<file path="src/design/efws_pkg.sv">
// Shared types and constants for the earliest-free-worker scheduler.
// Used by efws_ctrl, efws_dp and earliest_free_worker_scheduler.
package efws_pkg;

  localparam int unsigned DUR_W = 32;
  localparam int unsigned TIME_W = 63;
  localparam int unsigned IDX_W = 4;
  localparam int unsigned CNT_W = 5;
  localparam logic [CNT_W-1:0] CNT_RESET = 5'd16;

  // Controller states, one-hot
  typedef enum logic [3:0] {
    ST_CLEAR = 4'b0001,
    ST_IDLE  = 4'b0010,
    ST_READ  = 4'b0100,
    ST_CMP   = 4'b1000
  } state_e;

  // Commands from controller to datapath
  typedef struct packed {
    logic cfg_wr;    // take a new worker count
    logic clr_step;  // write one entry of the clearing pass
    logic accept;    // take a job: load result, start the sift
    logic rd;        // read both children of the current position
    logic cmp;       // compare and write back one level
  } dp_cmd_t;

  // Status from datapath to controller
  typedef struct packed {
    logic clr_last;   // clearing pass writes its final entry
    logic sift_done;  // sift ends at this level
  } dp_sts_t;

endpackage

</file>
<file path="src/design/efws_ctrl.sv">
// Sequencer for the earliest-free-worker scheduler: clearing pass, sift
// levels and the result handshake. Depends on efws_pkg.
module efws_ctrl (
  input  logic              clk_i,
  input  logic              rst_ni,
  input  logic              in_valid_i,
  output logic              in_ready_o,
  input  logic              out_ready_i,
  output logic              out_valid_o,
  input  logic              cfg_valid_i,
  output logic              cfg_ready_o,
  output efws_pkg::dp_cmd_t cmd_o,
  input  efws_pkg::dp_sts_t sts_i
);

  efws_pkg::state_e state_q, state_d;
  logic out_valid_q, out_valid_d;
  logic in_xfer, cfg_xfer;

  // Configuration is always taken; it restarts the clearing pass
  assign cfg_ready_o = 1'b1;
  assign cfg_xfer    = cfg_valid_i;

  // Take a job only when idle and the result register is free or draining
  assign in_ready_o = (state_q == efws_pkg::ST_IDLE) && (!out_valid_q || out_ready_i);
  assign in_xfer    = in_valid_i && in_ready_o;

  // Drive datapath commands
  always_comb begin
    cmd_o          = '0;
    cmd_o.cfg_wr   = cfg_xfer;
    cmd_o.clr_step = (state_q == efws_pkg::ST_CLEAR) && !cfg_xfer;
    cmd_o.accept   = in_xfer;
    cmd_o.rd       = (state_q == efws_pkg::ST_READ);
    cmd_o.cmp      = (state_q == efws_pkg::ST_CMP);
  end

  // Advance the state machine
  always_comb begin
    state_d = state_q;
    case (state_q)
      efws_pkg::ST_CLEAR: if (sts_i.clr_last) state_d = efws_pkg::ST_IDLE;
      efws_pkg::ST_IDLE:  if (in_xfer) state_d = efws_pkg::ST_READ;
      efws_pkg::ST_READ:  state_d = efws_pkg::ST_CMP;
      efws_pkg::ST_CMP: begin
        state_d = sts_i.sift_done ? efws_pkg::ST_IDLE : efws_pkg::ST_READ;
      end
      default: state_d = efws_pkg::ST_CLEAR;
    endcase
    if (cfg_xfer) state_d = efws_pkg::ST_CLEAR;
  end

  // Hold the result valid until its transfer
  always_comb begin
    out_valid_d = out_valid_q;
    if (out_ready_i) out_valid_d = 1'b0;
    if (in_xfer) out_valid_d = 1'b1;
  end

  always_ff @(posedge clk_i or negedge rst_ni) begin
    if (!rst_ni) begin
      state_q     <= efws_pkg::ST_CLEAR;
      out_valid_q <= 1'b0;
    end else begin
      state_q     <= state_d;
      out_valid_q <= out_valid_d;
    end
  end

  assign out_valid_o = out_valid_q;

endmodule

</file>
<file path="src/design/efws_dp.sv">
// Datapath of the earliest-free-worker scheduler: heap memory, root copy,
// sift registers, worker count and result register. Depends on efws_pkg.
module efws_dp #(
  parameter int unsigned MAX_WORKERS = 16
) (
  input  logic                          clk_i,
  input  logic                          rst_ni,
  input  efws_pkg::dp_cmd_t             cmd_i,
  output efws_pkg::dp_sts_t             sts_o,
  input  logic [efws_pkg::CNT_W-1:0]    cfg_data_i,
  input  logic [efws_pkg::DUR_W-1:0]    job_duration_i,
  output logic [efws_pkg::IDX_W-1:0]    worker_index_o,
  output logic [efws_pkg::TIME_W-1:0]   start_time_o
);

  localparam int unsigned TW = efws_pkg::TIME_W;
  localparam int unsigned AW = (MAX_WORKERS > 1) ? $clog2(MAX_WORKERS) : 1;
  localparam int unsigned NW = $clog2(MAX_WORKERS + 1);
  localparam int unsigned IW = NW + 1;
  localparam int unsigned CW = (NW > efws_pkg::CNT_W) ? NW : efws_pkg::CNT_W;
  localparam logic [AW-1:0] LAST_ADDR = AW'(MAX_WORKERS - 1);

  // Heap storage
  logic [TW-1:0] mem_t [MAX_WORKERS];
  logic [AW-1:0] mem_id [MAX_WORKERS];

  logic [efws_pkg::CNT_W-1:0] cnt_q;
  logic [AW-1:0] clr_q, pos_q;
  logic [TW-1:0] root_t_q, cur_t_q, l_t_q, r_t_q, start_q;
  logic [AW-1:0] root_id_q, cur_id_q, l_id_q, r_id_q;
  logic [efws_pkg::IDX_W-1:0] idx_q;

  logic [CW-1:0] cnt_ext, n_cw;
  logic [IW-1:0] n_w, left_w, right_w;
  logic left_ok, right_ok, left_win, right_win;
  logic [TW-1:0] b_t;
  logic [AW-1:0] b_id;
  logic [AW-1:0] l_addr, r_addr;
  logic [TW:0]   sum;
  logic [TW-1:0] next_t;
  logic          wr_en;
  logic [AW-1:0] wr_addr, wr_id;
  logic [TW-1:0] wr_t;

  // Clamp the worker count to 1..MAX_WORKERS
  assign cnt_ext = CW'(cnt_q);
  always_comb begin
    n_cw = cnt_ext;
    if (cnt_ext == '0) n_cw = CW'(1);
    if (cnt_ext > CW'(MAX_WORKERS)) n_cw = CW'(MAX_WORKERS);
  end
  assign n_w = IW'(n_cw);

  // Child positions of the current level
  assign left_w   = (IW'(pos_q) << 1) + IW'(1);
  assign right_w  = left_w + IW'(1);
  assign left_ok  = left_w < n_w;
  assign right_ok = right_w < n_w;
  assign l_addr   = left_ok ? left_w[AW-1:0] : '0;
  assign r_addr   = right_ok ? right_w[AW-1:0] : '0;

  // Pick the smallest of entry, left and right child; ties by worker
  assign left_win = left_ok && ((l_t_q < cur_t_q) ||
                                ((l_t_q == cur_t_q) && (l_id_q < cur_id_q)));
  assign b_t  = left_win ? l_t_q : cur_t_q;
  assign b_id = left_win ? l_id_q : cur_id_q;
  assign right_win = right_ok && ((r_t_q < b_t) || ((r_t_q == b_t) && (r_id_q < b_id)));

  // Stop when the entry stays; a node with no child keeps it on its own level
  assign sts_o.sift_done = !(left_win || right_win);
  assign sts_o.clr_last  = cmd_i.clr_step && (clr_q == LAST_ADDR);

  // Saturating new free time of the root worker
  assign sum    = {1'b0, root_t_q} + (TW+1)'(job_duration_i);
  assign next_t = sum[TW] ? '1 : sum[TW-1:0];

  // Select the heap write
  always_comb begin
    wr_en   = 1'b0;
    wr_addr = clr_q;
    wr_t    = '0;
    wr_id   = clr_q;
    if (cmd_i.clr_step) begin
      wr_en = 1'b1;
    end else if (cmd_i.cmp) begin
      wr_en   = 1'b1;
      wr_addr = pos_q;
      if (right_win) begin
        wr_t  = r_t_q;
        wr_id = r_id_q;
      end else if (left_win) begin
        wr_t  = l_t_q;
        wr_id = l_id_q;
      end else begin
        wr_t  = cur_t_q;
        wr_id = cur_id_q;
      end
    end
  end

  // Heap memory: one write port, two registered read ports
  always_ff @(posedge clk_i) begin
    if (wr_en) begin
      mem_t[wr_addr]  <= wr_t;
      mem_id[wr_addr] <= wr_id;
    end
    if (cmd_i.rd) begin
      l_t_q  <= mem_t[l_addr];
      l_id_q <= mem_id[l_addr];
      r_t_q  <= mem_t[r_addr];
      r_id_q <= mem_id[r_addr];
    end
  end

  // Keep a copy of the root, the moving entry and the result
  always_ff @(posedge clk_i) begin
    if (wr_en && (wr_addr == '0)) begin
      root_t_q  <= wr_t;
      root_id_q <= wr_id;
    end
    if (cmd_i.accept) begin
      idx_q    <= efws_pkg::IDX_W'(root_id_q);
      start_q  <= root_t_q;
      cur_t_q  <= next_t;
      cur_id_q <= root_id_q;
    end
  end

  // Worker count, clearing address and sift position
  always_ff @(posedge clk_i or negedge rst_ni) begin
    if (!rst_ni) begin
      cnt_q <= efws_pkg::CNT_RESET;
      clr_q <= '0;
      pos_q <= '0;
    end else begin
      if (cmd_i.cfg_wr) begin
        cnt_q <= cfg_data_i;
        clr_q <= '0;
      end else if (cmd_i.clr_step) begin
        clr_q <= (clr_q == LAST_ADDR) ? '0 : clr_q + AW'(1);
      end
      if (cmd_i.accept) begin
        pos_q <= '0;
      end else if (cmd_i.cmp && (left_win || right_win)) begin
        pos_q <= right_win ? right_w[AW-1:0] : left_w[AW-1:0];
      end
    end
  end

  assign worker_index_o = idx_q;
  assign start_time_o   = start_q;

endmodule

</file>
<file path="src/design/earliest_free_worker_scheduler.sv">
// Earliest-free-worker scheduler: one job duration in, one (worker, start time) out.
// The result is registered and valid in the cycle after the job transfer; the heap sift
// then runs level by level (read children, then compare and write back), and no
// new job is taken until the sift ends.
// Reset and every worker count write start a clearing pass over all MAX_WORKERS
// heap entries, one heap entry a cycle, during which no job is taken. Depends on efws_pkg.
module earliest_free_worker_scheduler #(
  parameter int unsigned MAX_WORKERS = 16
) (
  input  logic                          clk_i,
  input  logic                          rst_ni,
  input  logic                          in_valid_i,
  output logic                          in_ready_o,
  input  logic [efws_pkg::DUR_W-1:0]    job_duration_i,
  output logic                          out_valid_o,
  input  logic                          out_ready_i,
  output logic [efws_pkg::IDX_W-1:0]    worker_index_o,
  output logic [efws_pkg::TIME_W-1:0]   start_time_o,
  input  logic                          cfg_valid_i,
  output logic                          cfg_ready_o,
  input  logic [efws_pkg::CNT_W-1:0]    cfg_data_i
);

  efws_pkg::dp_cmd_t cmd;
  efws_pkg::dp_sts_t sts;

  // Sequencer
  efws_ctrl u_ctrl (
    .clk_i       (clk_i),
    .rst_ni      (rst_ni),
    .in_valid_i  (in_valid_i),
    .in_ready_o  (in_ready_o),
    .out_ready_i (out_ready_i),
    .out_valid_o (out_valid_o),
    .cfg_valid_i (cfg_valid_i),
    .cfg_ready_o (cfg_ready_o),
    .cmd_o       (cmd),
    .sts_i       (sts)
  );

  // Heap datapath
  efws_dp #(
    .MAX_WORKERS (MAX_WORKERS)
  ) u_dp (
    .clk_i          (clk_i),
    .rst_ni         (rst_ni),
    .cmd_i          (cmd),
    .sts_o          (sts),
    .cfg_data_i     (cfg_data_i),
    .job_duration_i (job_duration_i),
    .worker_index_o (worker_index_o),
    .start_time_o   (start_time_o)
  );

endmodule
</file>
<file path="config.mk">
export PLATFORM = sky130hd
export DESIGN_NAME = earliest_free_worker_scheduler
export DESIGN_NICKNAME = d
export VERILOG_FILES = /design/src/design/efws_pkg.sv /design/src/design/efws_ctrl.sv /design/src/design/efws_dp.sv /design/src/design/earliest_free_worker_scheduler.sv
export SDC_FILE = /design/constraint.sdc
export NUM_CORES = 2
export LEC_CHECK = 0
export ABC_AREA = 1
export BUFFER_PORTS_ARGS = -buffer_cell sky130_fd_sc_hd__buf_2
export CAP_MARGIN = 20
export CORE_UTILIZATION = 63
export CTS_CLUSTER_SIZE = 28
export DETAILED_ROUTE_END_ITERATION = 7
export MAX_ROUTING_LAYER = met4
export PLACE_DENSITY_LB_ADDON = 0.3
export SETUP_SLACK_MARGIN = 0.3
export SLEW_MARGIN = 25
export SYNTH_ARGS = -nofsm -noshare
export SYNTH_HDL_FRONTEND = slang
export SYNTH_SLANG_ARGS = --single-unit
</file>
<file path="constraint.sdc">
create_clock -name clk_i -period 6.4 [get_ports clk_i]
set_input_delay 0.64 -clock clk_i [delete_from_list [all_inputs] [get_ports clk_i]]
set_output_delay 0.64 -clock clk_i [all_outputs]
set_load 0.02 [all_outputs]
</file>
==> results.ini <==
[global_routing]
grt_use_met2 = 0.571
use_met3 = 0.0829
antenna_found_initial = 3
grt_overflow = 0
grt_pass1_vias = 40242
grt_max_degree = 138
grt_pass1_wl_um = 258000
top_usage_layer = met2
grt_util_all_layers = 0.383
grt.met1_usage = 0.514

[clock_tree]
cts.sinks = 1354
cts-htree-levels = 4
cts_tree = yes
clockBufferDepth = 3
insertion_delay_ns = 0.76
cts-root-buf = clkbuf_16
cts_buffers = 137
clk_pin_slew_ns = 0.06

[drt]
drc = 8
postRouteAntennaNets = 0
wirelength_um = 182000
vias = 43137
drtIter0Drc = 6821
route.detailed.wl_per_inst_um = 28.7
routed_via_density = 6.82
first_pass_iters = 8

[worst_setup_path]
crit_top_cell = nand2_1
arrival_ns = 6.57
max_stage_delay_ns = 0.49
startpoint_type = flop
critPathMaxFanout = 24
path_class = reg2reg
required_ns = 6.90
cp-end-kind = flop
cp_slowest_cell = o21ai_0

[power_and_ir_drop]
seq_power_share = 0.329
peakVddDrop_mv = 0.570
p_leak_nw = 25.9
p_int_mw = 19.1
combinationalPowerShare = 0.427
swShare = 0.423
cellPowerDensity_nw_per_um2 = 488
clockPowerShare = 0.244
switching_power_mw = 14.0

[run_status]
violations = design-rule violations
status = complete, but fails checks

[floorplan]
initial_core_util = 0.636
dieArea_um2 = 95600
design.core.area_um2 = 93500
rows = 112
fp.dieW_um = 309
ios = 112
die_h_um = 309

[layout]
layout.cells.most_common_list = edfxtp_1, nand2_1, nor2_1
postLayoutCoreUtil = 0.725
layout_commonest_cell = edfxtp_1
nNetsFinal = 5187
drive_above_1_share = 0.119
fillers = 5965
area_growth_syn_to_layout_pct = 14.0

[synth]
synthesis.nets = 5076
synthFlopType = edfxtp_1
synth_cell_types = 56
postSynthCellCount = 4859
synth-seq-cells = 1354
ys_seq_area_frac = 0.682
synthTopCellsByArea = edfxtp_1, nand2_1, ha_1, nor2_1, inv_1
yosys.area.top_type = edfxtp_1
syn_avg_cell_area_um2 = 12.2
synth-edff-count = 1336
netlist_area_um2 = 59500
synth_top_area_frac = 0.675
ys_warn_count = 0
ys_async_sr_fraction = 0.0133

[place]
gp_congestion = 1.02
hpwl_um = 103000
port_buffers = 110

[run]
maxCapViolations = 0

[timing]
final-setup-viol-count = 0
slew_viol_final = 0
timing.slew.headroom = 0.229
whs_ns = 0.0983
fin_crit_ns = 6.08
fmax_mhz = 165
fin_skew_ns = 0.0337
hold_violations = 0
fin_crit_sh = 0.949
tightest_slew_ns = 1.16
rsz0062_at_grt = false

[worst_hold_path]
min_path_type = in2reg

layout make-up:
type                       count  area, µm²  area share
antenna                        2       5.00   0.0000738
clock buffer                 170       3720      0.0549
clock inverter                72        744      0.0110
inverter                     426       1640      0.0242
multi-input combinational   2799      17100       0.253
sequential                  1354      40600       0.599
tap                         1254       1570      0.0232
timing repair buffer         252       2390      0.0353
stage by stage:
stage | instances | total power, mW | worst slack [ns] | cell area (µm²) | TNS [ns]
global placement | 6038 | 23.6 | -0.0874 | 61700 | -1.39
finish | 6329 | 33.1 | 0.324 | 67800 | 0
CTS | 6281 | 32.0 | 0.0698 | 66400 | 0
detailed placement | 6038 | 23.9 | 0.0187 | 61700 | 0
global route | 6329 | 34.2 | 0.0881 | 67800 | 0
floorplan | 4859 | 19.3 | 1.49 | 59500 | 0
timing repair:
action | CTS | global route
buffers inserted | 0 | 38
hold buffers | 1 | 0
gates resized for setup | 40 | 99
hold endpoints to repair | 16 | 0
pin swaps | 0 | 1
gates cloned | 0 | 4
setup endpoints to repair | 896 | 1078
worst max-delay path, delay by kind of cell, from the launching register on:
family | cells | cell delay [ns]
buffers and inverters | 5 | 0.94
adder cells (fa/ha/maj) | 2 | 0.71
flip-flops | 1 | 0.42
AND/OR/NAND/NOR | 15 | 1.83
AO/OA/AOI/OAI | 8 | 1.85
per-layer routing:
metal	vias to the layer above	part of all wire
met5	-	0
met4	0	0.043
met3	530	0.14
met2	3420	0.46
met1	20868	0.36
li1	18319	-
kinds of logic after synthesis:
group           Yosys count  share of synthesized area
other cells               1                  0.0000631
xor+xnor                 28                    0.00412
compound gates         1128                      0.128
simple gates           1466                      0.103
fa+ha+maj               175                     0.0370
buf+inv                 707                     0.0454
flops                  1354                      0.682
path summary, 6_finish.rpt:
check	start	endpoint	slack [ns]	depth (start not counted)
setup / recovery	u_dp.l_t_q[14]$_DFFE_PN_	u_dp.mem_t[5][21]$_DFFE_PP_	0.32	30
hold / removal	out_ready_i	u_ctrl.out_valid_o$_DFFE_PN0P_	0.1	2
setup reg to reg	u_dp.l_t_q[14]$_DFFE_PN_	u_dp.mem_t[5][21]$_DFFE_PP_	0.32	30
hold reg to reg	u_dp.mem_id[0][3]$_DFFE_PP_	u_dp.cur_id_q[3]$_DFFE_PP_	0.46	0
max in group asynchronous	rst_ni	u_ctrl.state_q[0]$_DFFE_PN1P_	5.68	2
min in group asynchronous	rst_ni	u_dp.clr_q[1]$_DFFE_PN0P_	0.37	2
sequential cells by signal, indices dropped and copies added (netlist names):
register	cells
u_dp.root_id_q	3
u_dp.mem_id	61
u_dp.r_id_q	4
u_dp.l_id_q	4
u_ctrl.state_q	4
u_ctrl.out_valid_o	1
u_dp.clr_q	4
u_dp.cur_t_q	63
u_dp.cnt_ext	5
u_dp.pos_q	4
u_dp.l_t_q	63
u_dp.start_time_o	63
u_dp.r_t_q	63
u_dp.mem_t	1008
u_dp.cur_id_q	4
synth_stat cells (4+ instances only):
master and n:
o221ai_1 48, a21oi_1 250, inv_1 420, nor3_1 73, edfxtp_1 1336, nor2_1 453, o211ai_1 161, o21bai_1 7
nand4_1 26, o22ai_1 46, dfrtp_1 16, o32ai_1 27, inv_2 6, o21a_1 6, xor2_1 20, o2111ai_1 95
nand3_1 217, xnor2_1 8, clkbuf_1 236, buf_1 21, nand3b_1 4, o21ai_2 6, o21ai_0 241, a32oi_1 45
ha_1 174, or2_2 21, nor4_1 13, a31oi_1 28, nand2_1 643, buf_2 20, a221oi_1 139, a21oi_2 7
a21o_1 7
power by group through the flow:
| stage | Sequential [mW] | Clock [mW] | Combinational [mW] |
|---|---|---|---|
| after global placement | 11.1 | 0 | 12.6 |
| after detailed placement | 11.1 | 0 | 12.9 |
| final | 10.9 | 8.07 | 14.1 |
| after floorplan | 10.9 | 0 | 8.32 |
| after CTS | 10.9 | 8.07 | 13.1 |
| after global routing | 10.9 | 8.41 | 14.9 |
(Power assumes the default switching activity.)
